$ cat src/brps_pkg.sv
// brps_pkg: shared types, codes and sizes for the block request page segmenter
// used by brps_check, brps_emit and block_request_page_segmenter
package brps_pkg;

	localparam int PAGE_BYTES_LOG2 = 12;
	localparam int MAX_SEGMENTS    = 11;

	localparam int ADDR_W   = 64;
	localparam int SECT_W   = 48;
	localparam int COUNT_W  = 16;
	localparam int SSL_W    = 4;
	localparam int CFG_W    = 48;
	localparam int IDX_W    = 3;
	localparam int FIELD_W  = 4;
	localparam int SEC_W    = 3;
	localparam int SEG_W    = $clog2(MAX_SEGMENTS + 1);
	localparam int LOG_W    = $clog2(PAGE_BYTES_LOG2 + 1);
	localparam int LEN_W    = COUNT_W + PAGE_BYTES_LOG2;
	localparam int SPAN_W   = LEN_W + 1;
	localparam int MIN_SSL  = 9;

	typedef enum logic [1:0] {
		MODE_READ    = 2'd0,
		MODE_WRITE   = 2'd1,
		MODE_FLUSH   = 2'd2,
		MODE_UNKNOWN = 2'd3
	} mode_t;

	typedef enum logic [1:0] {
		ST_OK      = 2'd0,
		ST_NOPERM  = 2'd1,
		ST_INVALID = 2'd2,
		ST_NOTSUP  = 2'd3
	} status_t;

	typedef enum logic [1:0] {
		OP_READ     = 2'd0,
		OP_WRITE    = 2'd1,
		OP_WBARRIER = 2'd2,
		OP_CFLUSH   = 2'd3
	} ring_op_t;

	typedef enum logic [IDX_W-1:0] {
		REG_DEVICE_SECTORS   = 3'd0,
		REG_MAX_SECTORS      = 3'd1,
		REG_READ_ONLY        = 3'd2,
		REG_SECTOR_SIZE_LOG2 = 3'd3,
		REG_BARRIER          = 3'd4,
		REG_CACHE_FLUSH      = 3'd5
	} reg_idx_t;

	typedef struct packed {
		logic [SECT_W-1:0]  device_sectors;
		logic [COUNT_W-1:0] max_sectors;
		logic               read_only;
		logic [SSL_W-1:0]   sector_size_log2;
		logic               barrier_enabled;
		logic               cache_flush_enabled;
	} cfg_t;

	typedef struct packed {
		mode_t              mode;
		logic [ADDR_W-1:0]  buf_addr;
		logic [SECT_W-1:0]  start_lba;
		logic [COUNT_W-1:0] sector_count;
	} req_t;

	// one checked request, ready to be split into results
	typedef struct packed {
		status_t            status;
		ring_op_t           op;
		logic [SEG_W-1:0]   seg_count;
		logic [SEG_W-1:0]   nres;
		logic [ADDR_W-1:0]  page;
		logic [SEC_W-1:0]   first;
		logic [SEC_W-1:0]   last_tail;
		logic [SEC_W-1:0]   last_full;
		logic [SECT_W-1:0]  sector;
	} desc_t;

	typedef struct packed {
		status_t             status;
		ring_op_t            op;
		logic [FIELD_W-1:0]  seg_count;
		logic [FIELD_W-1:0]  seg_index;
		logic [ADDR_W-1:0]   page;
		logic [SEC_W-1:0]    first;
		logic [SEC_W-1:0]    last;
		logic [SECT_W-1:0]   sector;
		logic                last_in_run;
	} result_t;

endpackage

$ cat src/block_request_page_segmenter.sv
// block_request_page_segmenter: top level, config registers and request register
// depends on brps_pkg, brps_check and brps_emit
//
// Usage: one request word enters on mode/buffer_address/start_lba/sector_count
// under in_valid/in_ready. Each request gives one or more result words under
// out_valid/out_ready: one per page segment of a good read or write, or a single
// word for a flush, an unknown mode or a failed check (last_in_run marks the end).
// A request passes the request register, the emitter's descriptor register and
// the output register before its first word shows at out_valid. Throughput: one
// result word per cycle while out_ready is high, set by the emitter's segment
// counter (1 to 11 segments a request); single-result requests go one per cycle.
// The request register takes a new word while the emitter still works on the
// previous request and the output register holds a word.
// A stall on out_ready holds the output word and backs up into in_ready.
// Registers are written through cfg_write/cfg_index/cfg_data; the user must do so
// only while idle, which the block does not enforce. Reset clears all valid flags
// and sets the registers to reset values (sector_size_log2 to 9, the rest to 0).
module block_request_page_segmenter (
	input  logic                          clk,
	input  logic                          arst_n,
	input  logic                          cfg_write,
	input  logic [brps_pkg::IDX_W-1:0]    cfg_index,
	input  logic [brps_pkg::CFG_W-1:0]    cfg_data,
	input  logic                          in_valid,
	output logic                          in_ready,
	input  logic [1:0]                    mode,
	input  logic [brps_pkg::ADDR_W-1:0]   buffer_address,
	input  logic [brps_pkg::SECT_W-1:0]   start_lba,
	input  logic [brps_pkg::COUNT_W-1:0]  sector_count,
	output logic                          out_valid,
	input  logic                          out_ready,
	output logic [1:0]                    status,
	output logic [1:0]                    ring_operation,
	output logic [brps_pkg::FIELD_W-1:0]  segment_count,
	output logic [brps_pkg::FIELD_W-1:0]  segment_index,
	output logic [brps_pkg::ADDR_W-1:0]   page_address,
	output logic [brps_pkg::SEC_W-1:0]    first_sector,
	output logic [brps_pkg::SEC_W-1:0]    last_sector,
	output logic [brps_pkg::SECT_W-1:0]   ring_lba,
	output logic                          last_in_run
);
	import brps_pkg::*;

	cfg_t    cfg_q;
	req_t    req_s1;
	logic    valid_s1;
	desc_t   desc;
	logic    desc_ready;
	result_t res;

	always_ff @(posedge clk or negedge arst_n) begin
		if (!arst_n) begin
			cfg_q <= '{device_sectors: '0, max_sectors: '0, read_only: 1'b0,
				sector_size_log2: SSL_W'(MIN_SSL), barrier_enabled: 1'b0,
				cache_flush_enabled: 1'b0};
		end else if (cfg_write) begin
			unique case (cfg_index)
				REG_DEVICE_SECTORS:   cfg_q.device_sectors      <= cfg_data[SECT_W-1:0];
				REG_MAX_SECTORS:      cfg_q.max_sectors         <= cfg_data[COUNT_W-1:0];
				REG_READ_ONLY:        cfg_q.read_only           <= cfg_data[0];
				REG_SECTOR_SIZE_LOG2: cfg_q.sector_size_log2    <= cfg_data[SSL_W-1:0];
				REG_BARRIER:          cfg_q.barrier_enabled     <= cfg_data[0];
				REG_CACHE_FLUSH:      cfg_q.cache_flush_enabled <= cfg_data[0];
				default: ;
			endcase
		end
	end

	assign in_ready = !valid_s1 || desc_ready;

	always_ff @(posedge clk or negedge arst_n) begin
		if (!arst_n)
			valid_s1 <= 1'b0;
		else if (in_ready)
			valid_s1 <= in_valid;
	end

	always_ff @(posedge clk) begin
		if (in_valid && in_ready) begin
			req_s1.mode         <= mode_t'(mode);
			req_s1.buf_addr     <= buffer_address;
			req_s1.start_lba    <= start_lba;
			req_s1.sector_count <= sector_count;
		end
	end

	brps_check u_check (
		.req  (req_s1),
		.cfg  (cfg_q),
		.desc (desc)
	);

	brps_emit u_emit (
		.clk        (clk),
		.arst_n     (arst_n),
		.desc_valid (valid_s1),
		.desc_ready (desc_ready),
		.desc       (desc),
		.res_valid  (out_valid),
		.res_ready  (out_ready),
		.res        (res)
	);

	assign status         = res.status;
	assign ring_operation = res.op;
	assign segment_count  = res.seg_count;
	assign segment_index  = res.seg_index;
	assign page_address   = res.page;
	assign first_sector   = res.first;
	assign last_sector    = res.last;
	assign ring_lba       = res.sector;
	assign last_in_run    = res.last_in_run;

endmodule

$ cat src/brps_check.sv
// brps_check: validates one registered request and builds its descriptor
// depends on brps_pkg
module brps_check (
	input  brps_pkg::req_t  req,
	input  brps_pkg::cfg_t  cfg,
	output brps_pkg::desc_t desc
);
	import brps_pkg::*;

	logic [LOG_W-1:0]           ssl;
	logic [LEN_W-1:0]           len;
	logic [ADDR_W-1:0]          align_mask;
	logic [ADDR_W:0]            end_sum;
	logic [PAGE_BYTES_LOG2-1:0] off;
	logic [SPAN_W-1:0]          span;
	logic [SPAN_W-1:0]          nseg;
	logic [SECT_W:0]            range_end;
	logic [PAGE_BYTES_LOG2:0]   per_page;
	logic                       any_err;

	always_comb begin
		// clamp sector size to 512 .. page size
		if (cfg.sector_size_log2 < SSL_W'(MIN_SSL))
			ssl = LOG_W'(MIN_SSL);
		else if (LOG_W'(cfg.sector_size_log2) > LOG_W'(PAGE_BYTES_LOG2))
			ssl = LOG_W'(PAGE_BYTES_LOG2);
		else
			ssl = LOG_W'(cfg.sector_size_log2);

		len        = LEN_W'(req.sector_count) << ssl;
		align_mask = (ADDR_W'(1) << ssl) - ADDR_W'(1);
		end_sum    = {1'b0, req.buf_addr} + (ADDR_W+1)'(len) - (ADDR_W+1)'(1);
		off        = req.buf_addr[PAGE_BYTES_LOG2-1:0];
		// page span from the in-page offset, narrow instead of full address
		span       = SPAN_W'(off) + SPAN_W'(len) - SPAN_W'(1);
		nseg       = (span >> PAGE_BYTES_LOG2) + SPAN_W'(1);
		range_end  = {1'b0, req.start_lba} + (SECT_W+1)'(req.sector_count);
		per_page   = ((PAGE_BYTES_LOG2+1)'(1) << PAGE_BYTES_LOG2) >> ssl;

		any_err = (req.buf_addr == '0) ||
			(req.sector_count == '0) ||
			(range_end > {1'b0, cfg.device_sectors}) ||
			(req.sector_count > cfg.max_sectors) ||
			((req.buf_addr & align_mask) != '0) ||
			end_sum[ADDR_W] ||
			(nseg > SPAN_W'(MAX_SEGMENTS));

		desc = '0;
		desc.status = ST_OK;
		desc.op     = OP_READ;
		desc.nres   = SEG_W'(1);

		priority if (req.mode == MODE_UNKNOWN) begin
			desc.status = ST_INVALID;
		end else if (req.mode == MODE_FLUSH) begin
			if (cfg.barrier_enabled)
				desc.op = OP_WBARRIER;
			else if (cfg.cache_flush_enabled)
				desc.op = OP_CFLUSH;
			else
				desc.status = ST_NOTSUP;
		end else if (req.mode == MODE_WRITE && cfg.read_only) begin
			desc.status = ST_NOPERM;
		end else if (any_err) begin
			desc.status = ST_INVALID;
		end else begin
			desc.op        = (req.mode == MODE_WRITE) ? OP_WRITE : OP_READ;
			desc.seg_count = SEG_W'(nseg);
			desc.nres      = SEG_W'(nseg);
			desc.page      = {req.buf_addr[ADDR_W-1:PAGE_BYTES_LOG2],
				PAGE_BYTES_LOG2'(0)};
			desc.first     = SEC_W'(off >> ssl);
			desc.last_tail = SEC_W'(span[PAGE_BYTES_LOG2-1:0] >> ssl);
			desc.last_full = SEC_W'(per_page - (PAGE_BYTES_LOG2+1)'(1));
			desc.sector    = req.start_lba;
		end
	end

endmodule

$ cat src/brps_emit.sv
// brps_emit: holds one descriptor and emits its results, one per cycle while
// res_ready takes them, through a registered output word; depends on brps_pkg
module brps_emit (
	input  logic              clk,
	input  logic              arst_n,
	input  logic              desc_valid,
	output logic              desc_ready,
	input  brps_pkg::desc_t   desc,
	output logic              res_valid,
	input  logic              res_ready,
	output brps_pkg::result_t res
);
	import brps_pkg::*;

	logic              busy_q;
	desc_t             desc_q;
	logic [SEG_W-1:0]  idx_q;
	logic [ADDR_W-1:0] page_q;
	logic              out_valid_q;
	result_t           res_q;
	result_t           res_nxt;
	logic              out_free;
	logic              emit;
	logic              is_last;
	logic              last_emit;
	logic              take;

	always_comb begin
		is_last    = (idx_q == desc_q.nres - SEG_W'(1));
		out_free   = !out_valid_q || res_ready;
		emit       = busy_q && out_free;
		last_emit  = emit && is_last;
		desc_ready = !busy_q || last_emit;
		take       = desc_valid && desc_ready;

		res_nxt             = '0;
		res_nxt.status      = desc_q.status;
		res_nxt.op          = desc_q.op;
		res_nxt.seg_count   = FIELD_W'(desc_q.seg_count);
		res_nxt.seg_index   = FIELD_W'(idx_q);
		res_nxt.page        = page_q;
		res_nxt.first       = (idx_q == '0) ? desc_q.first : SEC_W'(0);
		res_nxt.last        = is_last ? desc_q.last_tail : desc_q.last_full;
		res_nxt.sector      = desc_q.sector;
		res_nxt.last_in_run = is_last;
	end

	always_ff @(posedge clk or negedge arst_n) begin
		if (!arst_n) begin
			busy_q      <= 1'b0;
			out_valid_q <= 1'b0;
		end else begin
			if (take)
				busy_q <= 1'b1;
			else if (last_emit)
				busy_q <= 1'b0;
			if (emit)
				out_valid_q <= 1'b1;
			else if (res_ready)
				out_valid_q <= 1'b0;
		end
	end

	always_ff @(posedge clk) begin
		if (take) begin
			desc_q <= desc;
			idx_q  <= '0;
			page_q <= desc.page;
		end else if (emit) begin
			idx_q  <= idx_q + SEG_W'(1);
			// next page of the buffer
			page_q <= page_q + (ADDR_W'(1) << PAGE_BYTES_LOG2);
		end
		if (emit)
			res_q <= res_nxt;
	end

	assign res_valid = out_valid_q;
	assign res       = res_q;

`ifndef ASSERT_OFF
	a_idx_in_range: assert property (@(posedge clk) disable iff (!arst_n)
		busy_q |-> (idx_q < desc_q.nres))
		else $error("segment index past result count");

	a_stay_busy: assert property (@(posedge clk) disable iff (!arst_n)
		(emit && !is_last) |=> busy_q)
		else $error("descriptor dropped before its last segment");

	a_multi_only_ok: assert property (@(posedge clk) disable iff (!arst_n)
		(out_valid_q && !res_q.last_in_run) |-> (res_q.status == ST_OK))
		else $error("error result not marked last");

	a_last_index: assert property (@(posedge clk) disable iff (!arst_n)
		(out_valid_q && res_q.last_in_run && res_q.seg_count != '0) |->
		(res_q.seg_index == res_q.seg_count - FIELD_W'(1)))
		else $error("last segment index mismatch");
`endif

endmodule

$ cat config.mk
export PLATFORM = sky130hd
export DESIGN_NAME = block_request_page_segmenter
export DESIGN_NICKNAME = d
export VERILOG_FILES = /design/src/brps_pkg.sv /design/src/block_request_page_segmenter.sv /design/src/brps_check.sv /design/src/brps_emit.sv
export SDC_FILE = /design/constraint.sdc
export NUM_CORES = 1
export LEC_CHECK = 0
export CAP_MARGIN = 20
export CORE_MARGIN = 8
export CORE_UTILIZATION = 45
export CTS_CLUSTER_DIAMETER = 150
export DETAILED_ROUTE_END_ITERATION = 8
export DONT_BUFFER_PORTS = 1
export GPL_TIMING_DRIVEN = 1
export MAX_ROUTING_LAYER = met4
export PLACE_DENSITY = 0.72
export REMOVE_ABC_BUFFERS = 1
export SYNTH_ARGS = -nofsm -noshare
export SYNTH_HDL_FRONTEND = slang
export SYNTH_HIERARCHICAL = 1
export SYNTH_SLANG_ARGS = --single-unit
$ cat constraint.sdc
create_clock -name clk -period 9.4 [get_ports clk]
set_clock_uncertainty 0.1 [all_clocks]
set_input_delay 0.94 -clock clk [delete_from_list [all_inputs] [get_ports clk]]
set_output_delay 0.94 -clock clk [all_outputs]
set_load 0.05 [all_outputs]
==> flow_metrics.py, run 1 <==
metrics = {
    "global_route": {
        "grt_pass1_vias": 17916,
        "grt_start_max_net_pins": 88,
        "grt.total_usage": 0.221,
        "overflow": 0,
        "grt_antenna_before_repair": 13,
        "grt_pass1_wl_mm": 110,
    },
    "layout": {
        "seq_area_sq_mm": 0.0138,
        "flow.area_growth_from_synthesis_pct": 9.40,
        "fillers": 4968,
        "num-nets-final": 2660,
        "fraction_of_final_layout_cells_with_drive_strength_greater_than_1": 0.0839,
        "multi_input_comb_area_sq_mm": 0.0110,
    },
    "timing": {
        "grt_setup_unrepaired": "false",
        "timing.setup.tns_ns": 0,
        "slew-limit-headroom": 0.301,
        "layout_worst_path_cycle_share": 0.769,
        "maxClockFrequency_mhz": 138,
        "setup_viol": 0,
        "report.final.slew_viol_count": 0,
        "worst_slew_pin_slew_ns": 1.05,
        "min_cycle_time_layout_ns": 7.22,
        "hold_viol": 0,
    },
    "yosys": {
        "synth_most_common_cell": "sky130_fd_sc_hd__edfxtp_1",
        "synth_compound_area_frac": 0.0819,
        "synth_sequential_area_ratio": 0.529,
        "postSynthCellCount": 2252,
        "synth_area_leaders": "sky130_fd_sc_hd__edfxtp_1 45%, sky130_fd_sc_hd__ha_1 10%, sky130_fd_sc_hd__dfrtp_1 6.9%, sky130_fd_sc_hd__inv_1 3.4%, sky130_fd_sc_hd__and3_1 2.8%",
        "share_of_yosys_cell_area_claimed_by_the_top_area_cell_type": 0.455,
        "synth_xor_xnor_area_share": 0.0352,
        "synth-async-reset-ratio": 0.157,
        "synth-simple-area-share": 0.148,
        "yosys.area_share.adder": 0.104,
        "yosysWarnings": 6,
        "synth_top_cell_by_area": "sky130_fd_sc_hd__edfxtp_1",
        "syn-cell-area_sq_mm": 0.0260,
        "synth_top_family_by_area": "simple AND/OR/NAND/NOR gates",
        "ys_top_cells_by_count": "394 x sky130_fd_sc_hd__edfxtp_1, 236 x sky130_fd_sc_hd__inv_1, 214 x sky130_fd_sc_hd__ha_1",
        "synth_area_per_cell_sq_um": 11.6,
        "synth_seq_cells": 472,
        "ys_types": 99,
        "synthMuxAreaShare": 0.0468,
        "post_synth_edffs": 394,
        "ys_dominant_reg_cell": "sky130_fd_sc_hd__edfxtp_1",
    },
    "power_and_ir_drop": {
        "p_leak_nw": 11.6,
        "power.density_mw_per_mm2": 258,
        "fin_total_pwr_mw": 7.34,
        "max_vdd_drop_v": 0.000244,
    },
    "clock_network": {
        "path_clk_slew_ns": 0.06,
        "clock-root-buffer": "sky130_fd_sc_hd__clkbuf_16",
        "post_cts_resize_count": 0,
        "tritoncts_clock_tree": "done",
        "htreeDepth": 2,
        "worstSkewPairLatency_ns": 0.60,
        "clkSinkCount": 472,
        "cts_made_buffers": 51,
        "worst_case_clock_buffer_depth": 3,
    },
    "worst_setup_path": {
        "crit_type": "register to register",
        "end_kind": "register",
        "worstReg2RegStart": "req_s1[0]",
        "worst_path_max_delay_cell": "sky130_fd_sc_hd__a2111oi_0",
        "slowest_delay_ns": 0.71,
        "worst-endpoint-required_ns": 9.72,
        "r2r.worst_path.cells": 24,
        "worst_ep_arrival_ns": 7.54,
        "critPathLaunchType": "register",
        "crit_path_cell_chain": "ha_1 > fa_1 > a21o_1 > a21oi_1 > o21ai_0 > a2111oi_0 > o21a_1 > nor2_1 > xor2_1 > ha_1 > a21oi_1 > nor2b_1 > a2111oi_0 > nand2_1 > or3_1 > nor3_1 > nor3_1 > a2111oi_4 > o2111ai_2 > nor3_4 > buf_4 > and3_1 > nor2_1 > a31oi_1",
        "worst-r2r-setup-slack_ns": 2.18,
        "r2r-end": "u_emit/page_q[49]",
        "timing.critical_path.fanout_max": 65,
    },
    "floorplanning": {
        "die_width_um": 257,
        "core_area_sq_mm": 0.0575,
        "io-pin-count": 319,
        "floorplan.initialDensity": 0.453,
        "die_y_um": 257,
        "placement_rows": 88,
        "fp.dieArea_sq_mm": 0.0658,
    },
    "detailed_routing": {
        "routed_via_density": 5.80,
        "via_count_of_the_routed_design": 17832,
        "routedWlPerCell_um": 24.0,
        "drc": 0,
        "sum_of_routed_wire_length_over_all_layers_mm": 73.7,
        "detail_route.first_pass.iterations": 6,
        "drt_first_iter_violations": 1706,
        "drtAntennaViolNets": 0,
    },
    "placed_design": {
        "dp_hpwl_mm": 54.7,
        "gpl.final_weighted_congestion": 0.985,
        "buffer_ports.inserted": 0,
    },
    "flow_run": {
        "maxCapViolCount": 0,
    },
    "worst_hold_path": {
        "holdCritPathClass": "input pin to async pin",
    },
    "run_status": {
        "outcome": "completed",
    },
}
-- sequential cells by signal (all words and copies together) (netlist names) --
name and cells:
u_emit/res 131, req_s1 130, cfg_q 71, u_emit/desc_q 69, u_emit/page_q 64, u_emit/idx_q 4
u_emit/busy_q 1, u_emit/res_valid 1, valid_s1 1
-- cells in the final DEF (no fill, tap or decap), types with 25 or more instances in the layout --
cell / count
sky130_fd_sc_hd__nor4_1: 27
sky130_fd_sc_hd__mux2i_1: 28
sky130_fd_sc_hd__inv_1: 236
sky130_fd_sc_hd__edfxtp_1: 394
sky130_fd_sc_hd__nand3_1: 57
sky130_fd_sc_hd__nor2_1: 105
sky130_fd_sc_hd__ha_1: 214
sky130_fd_sc_hd__xnor2_1: 69
sky130_fd_sc_hd__xor2_1: 33
sky130_fd_sc_hd__nor3_1: 32
sky130_fd_sc_hd__nand2_1: 138
sky130_fd_sc_hd__and3_1: 115
sky130_fd_sc_hd__dfrtp_1: 72
sky130_fd_sc_hd__a21oi_1: 78
sky130_fd_sc_hd__clkbuf_16: 53
sky130_fd_sc_hd__o21ai_0: 105
sky130_fd_sc_hd__nand4_1: 56
sky130_fd_sc_hd__mux2_2: 62
sky130_fd_sc_hd__a31oi_1: 25
-- cell families (layout without fill, tap and decap cells) --
family | Yosys count | after routing
compound gates | 335 | 335
xor+xnor | 103 | 103
fa+ha+maj | 216 | 216
buf+inv | 321 | 347
flops | 472 | 472
mux | 111 | 111
other cells | 2 | 35
simple gates | 692 | 692
-- final cells by class --
type,instances,area share
diodes,11,0.000967
clock buffers,68,0.0496
clock inverters,27,0.0110
inverters,237,0.0313
multi-input cells,1481,0.385
flip-flops and latches,472,0.483
well taps,765,0.0336
repair buffers,15,0.00466
-- what timing repair did --
item | CTS | global route
hold buffers | 1 | 0
setup endpoints to repair | 0 | 0
setup buffers | 0 | 0
endpoints found under the hold margin | 72 | 0
-- where the power goes --
part / switching (mW) / internal [mW] / total [mW]
registers: 0.450 / 2.61 / 3.06
clock network: 0.844 / 1.23 / 2.07
logic: 1.38 / 0.828 / 2.21
-- per-stage QoR --
| step | instances | hold slack [ns] | util | worst slack (ns) | instance area, sq um |
|---|---|---|---|---|---|
| after floorplan | 2190 | 0.300 | - | 2.15 | 25600 |
| after global placement | 2969 | 0.300 | 0.465 | 2.63 | 26700 |
| after detailed placement | 2969 | 0.305 | 0.465 | 2.36 | 26700 |
| after CTS | 3065 | 0.0479 | 0.495 | 2.28 | 28500 |
| after global routing | 3074 | 0.0583 | 0.495 | 1.83 | 28500 |
| final | 3076 | 0.0895 | 0.495 | 2.18 | 28500 |
-- critical path, delay by kind of cell (launching register included) --
family	cells	cell delay, ns
simple gates	9	1.60
flops	1	0.49
xor+xnor	1	0.17
buf+inv	1	0.50
fa+ha+maj	3	1.00
compound gates	10	3.11
-- metal layers --
metal / global-route usage / part of all wire / up-vias / routed length, um
met5: - / 0 / - / 0
met4: 0.0683 / 0.027 / 0 / 2010
met3: 0.0379 / 0.068 / 117 / 5010
met2: 0.381 / 0.50 / 748 / 37200
met1: 0.265 / 0.40 / 8736 / 29500
li1: - / - / 8231 / -
-- worst max-delay path by stage --
| stage | start | endpoint | depth (start not counted) |
|---|---|---|---|
| finish | req_s1[0] | u_emit/page_q[49] | 24 |
| global route | req_s1[0] | u_emit/page_q[49] | 24 |
| CTS | req_s1[0] | u_emit/page_q[49] | 24 |
| detailed placement | req_s1[0] | u_emit/page_q[42] | 24 |
| global placement | req_s1[0] | u_emit/page_q[63] | 24 |
| floorplan | cfg_q[2] | u_emit/page_q[42] | 22 |
(Power assumes the default switching activity.)
==> run 2: changes to the inputs <==
--- a/config.mk
+++ b/config.mk
@@ -13,7 +13,7 @@
 export DONT_BUFFER_PORTS = 1
 export GPL_TIMING_DRIVEN = 1
 export MAX_ROUTING_LAYER = met4
-export PLACE_DENSITY = 0.72
+export PLACE_DENSITY = 0.74
 export REMOVE_ABC_BUFFERS = 1
 export SYNTH_ARGS = -nofsm -noshare
 export SYNTH_HDL_FRONTEND = slang
==> constraint.sdc (replaced) <==
create_clock -name clk -period 6.2 [get_ports clk]
set_clock_uncertainty 0.1 [all_clocks]
set_input_delay 0.62 -clock clk [delete_from_list [all_inputs] [get_ports clk]]
set_output_delay 0.62 -clock clk [all_outputs]
set_load 0.05 [all_outputs]
==> run 2 against run 1 <==
Against the previous run: power increased by 58%; routed wire length increased by 4.0%; register-to-register slack lost 2.0 ns; combinational power up 77%; non-clock buffer count rose by 231; critical path type unchanged; highest routed layer unchanged; final cell count up 7.3%; critical endpoint is now u_emit/page_q[40]; clock-buffer cell count shrank 5; maximum frequency increased by 20%; flip-flop and latch count unchanged; design area grew 8.0%.
==> flow_metrics.py, run 2 (synthesis results as in run 1) <==
metrics = {
    "layout": {
        "layout.cells.most_common_list": "394 x sky130_fd_sc_hd__edfxtp_1, 236 x sky130_fd_sc_hd__inv_1, 213 x sky130_fd_sc_hd__ha_1",
        "fillers": 4858,
        "layout_commonest_cell": "sky130_fd_sc_hd__edfxtp_1",
        "stdcell_count": 3301,
        "num-nets-final": 2890,
        "flow.area_growth_from_synthesis_pct": 18.2,
        "multi_input_comb_area_sq_mm": 0.0111,
        "largest_reg_flops": 131,
        "seq_area_sq_mm": 0.0138,
        "fraction_of_final_layout_cells_with_drive_strength_greater_than_1": 0.119,
        "postLayoutCellArea_sq_mm": 0.0308,
    },
    "global_route": {
        "grt_pass1_wl_mm": 114,
        "grt.total_usage": 0.228,
        "grt_pass1_vias": 18826,
        "grt_antenna_before_repair": 7,
        "overflow": 0,
        "grt_start_max_net_pins": 87,
    },
    "worst_setup_path": {
        "worst_path_max_delay_cell": "sky130_fd_sc_hd__or4_1",
        "r2r.worst_path.cells": 22,
        "crit_path_cell_chain": "nor2b_1 > o21ai_4 > mux2i_2 > mux2i_1 > nand2_1 > o21ai_0 > inv_1 > ha_1 > a21o_4 > a31o_4 > a211oi_1 > nand2_1 > nor4_2 > nand2_1 > or4_1 > o211ai_2 > nor3_4 > buf_12 > buf_6 > clkbuf_16 > and3_1 > mux2_2",
        "worst_ep_arrival_ns": 6.26,
        "worst-endpoint-required_ns": 6.46,
        "slowest_delay_ns": 0.58,
        "crit_type": "register to register",
        "critPathLaunchType": "register",
        "end_kind": "register",
        "timing.critical_path.fanout_max": 26,
        "cp_common_cell": "sky130_fd_sc_hd__nand2_1",
    },
    "detailed_routing": {
        "routedWlPerCell_um": 23.2,
        "drtAntennaViolNets": 0,
        "sum_of_routed_wire_length_over_all_layers_mm": 76.6,
        "detail_route.first_pass.iterations": 7,
        "drt_first_iter_violations": 1369,
        "via_count_of_the_routed_design": 18662,
        "drc": 0,
        "routed_via_density": 5.65,
    },
    "power_and_ir_drop": {
        "comb_power_share": 0.338,
        "clock_power_share": 0.264,
        "seq_power_share": 0.399,
        "switching_share": 0.365,
        "net-switching-power_mw": 4.23,
        "p_leak_nw": 12.6,
        "power_report.internal_total_mw": 7.36,
        "max_vdd_drop_v": 0.000304,
        "power.density_mw_per_mm2": 377,
    },
    "floorplanning": {
        "placement_rows": 88,
        "floorplan.initialDensity": 0.453,
        "io-pin-count": 319,
        "core_area_sq_mm": 0.0575,
        "die_width_um": 257,
        "fp.dieArea_sq_mm": 0.0658,
        "die_y_um": 257,
    },
    "timing": {
        "maxClockFrequency_mhz": 167,
        "setup_viol": 0,
        "hold_viol": 0,
        "layout_worst_path_cycle_share": 0.968,
        "slew-limit-headroom": 0.334,
        "min_cycle_time_layout_ns": 6.00,
        "report.final.slew_viol_count": 0,
        "worst_slew_pin_slew_ns": 0.974,
    },
    "clock_network": {
        "clkSinkCount": 472,
        "clock-root-buffer": "sky130_fd_sc_hd__clkbuf_16",
        "worstSkewPairLatency_ns": 0.63,
        "tritoncts_clock_tree": "done",
        "cts_made_buffers": 50,
        "path_clk_slew_ns": 0.06,
        "htreeDepth": 2,
        "worst_case_clock_buffer_depth": 3,
    },
    "worst_hold_path": {
        "min_delay_path_depth": 1,
        "holdCritPathClass": "input pin to register",
    },
    "placed_design": {
        "post-place-cells": 3043,
        "placedInstanceArea_sq_mm": 0.0273,
        "buffer_ports.inserted": 0,
        "gpl.final_weighted_congestion": 0.949,
        "dp_hpwl_mm": 55.8,
    },
    "run_status": {
        "outcome": "completed",
    },
    "flow_run": {
        "maxCapViolCount": 0,
    },
}
-- run 2: changes by cell type in the layout (fill, tap and decap cells not counted), moves of 3 or more --
| cell | before | now |
|---|---|---|
| sky130_fd_sc_hd__nor3_1 | 32 | 26 |
| sky130_fd_sc_hd__clkinvlp_4 | 1 | 4 |
| sky130_fd_sc_hd__nor3_2 | 0 | 4 |
| sky130_fd_sc_hd__buf_4 | 14 | 89 |
| sky130_fd_sc_hd__dlygate4sd3_1 | 0 | 146 |
| sky130_fd_sc_hd__buf_6 | 0 | 3 |
| sky130_fd_sc_hd__diode_2 | 11 | 7 |
| sky130_fd_sc_hd__buf_12 | 0 | 3 |
-- run 2: per-layer routing --
layer	GRT usage	wire length [um]	vias to the layer above
li1	-	-	8709
met1	0.269	30200	9072
met5	-	0	-
met2	0.390	38300	751
met3	0.0486	5780	130
met4	0.0685	2360	0
-- run 2: power groups by stage --
stage,clock (mW),combinational (mW),sequential [mW]
finish,3.06,3.91,4.62
global route,3.24,4.30,4.67
CTS,3.14,3.82,4.63
detailed placement,0,3.69,4.68
global placement,0,3.61,4.67
floorplan,0,2.43,4.54
-- run 2: path summary, 6_finish.rpt --
path / start / to / slack [ns]
max: cfg_q[2] / u_emit/page_q[40] / 0.20
min: cfg_data[17] / cfg_q[40] / 0.04
max reg2reg: cfg_q[2] / u_emit/page_q[40] / 0.20
min reg2reg: u_emit/desc_q[10] / u_emit/res[11] / 0.32
max in group asynchronous: arst_n / cfg_q[5] / 5.17
min in group asynchronous: arst_n / cfg_q[48] / 0.45
-- run 2: per-stage QoR --
stage | power, mW | hold WS (ns) | util | TNS (ns) | setup WS [ns]
finish | 11.6 | 0.0379 | 0.535 | 0 | 0.201
global route | 12.2 | 0.00982 | 0.535 | -0.520 | -0.0577
CTS | 11.6 | 0.00179 | 0.530 | 0 | 0.0149
detailed placement | 8.37 | 0.230 | 0.475 | -5.68 | -0.151
global placement | 8.28 | 0.229 | 0.475 | 0 | 0.0671
floorplan | 6.98 | 0.224 | - | -100.82 | -1.05
-- run 2: critical path: cells and delay by family (launching register included) --
family,cells,cell delay [ns]
AO/OA/AOI/OAI,6,1.65
multiplexers,3,0.78
AND/OR/NAND/NOR,8,1.71
buffers and inverters,4,0.64
adder cells (fa/ha/maj),1,0.34
flip-flops,1,0.52
-- run 2: layout make-up --
| class | instances | share of cell area |
|---|---|---|
| flip-flops and latches | 472 | 0.447 |
| inverters | 237 | 0.0290 |
| well taps | 765 | 0.0311 |
| multi-input cells | 1481 | 0.362 |
| clock buffers | 63 | 0.0432 |
| clock inverters | 30 | 0.0113 |
| diodes | 7 | 0.000569 |
| repair buffers | 246 | 0.0755 |
-- run 2: repair_timing --
action                     4_1_cts  5_1_grt
pin swaps                        1       11
setup endpoints to repair       72      119
resized for setup                5       34
hold endpoints to repair       219        0
hold buffers                   147        0
buffers inserted                 0        8
gates cloned                     0        2
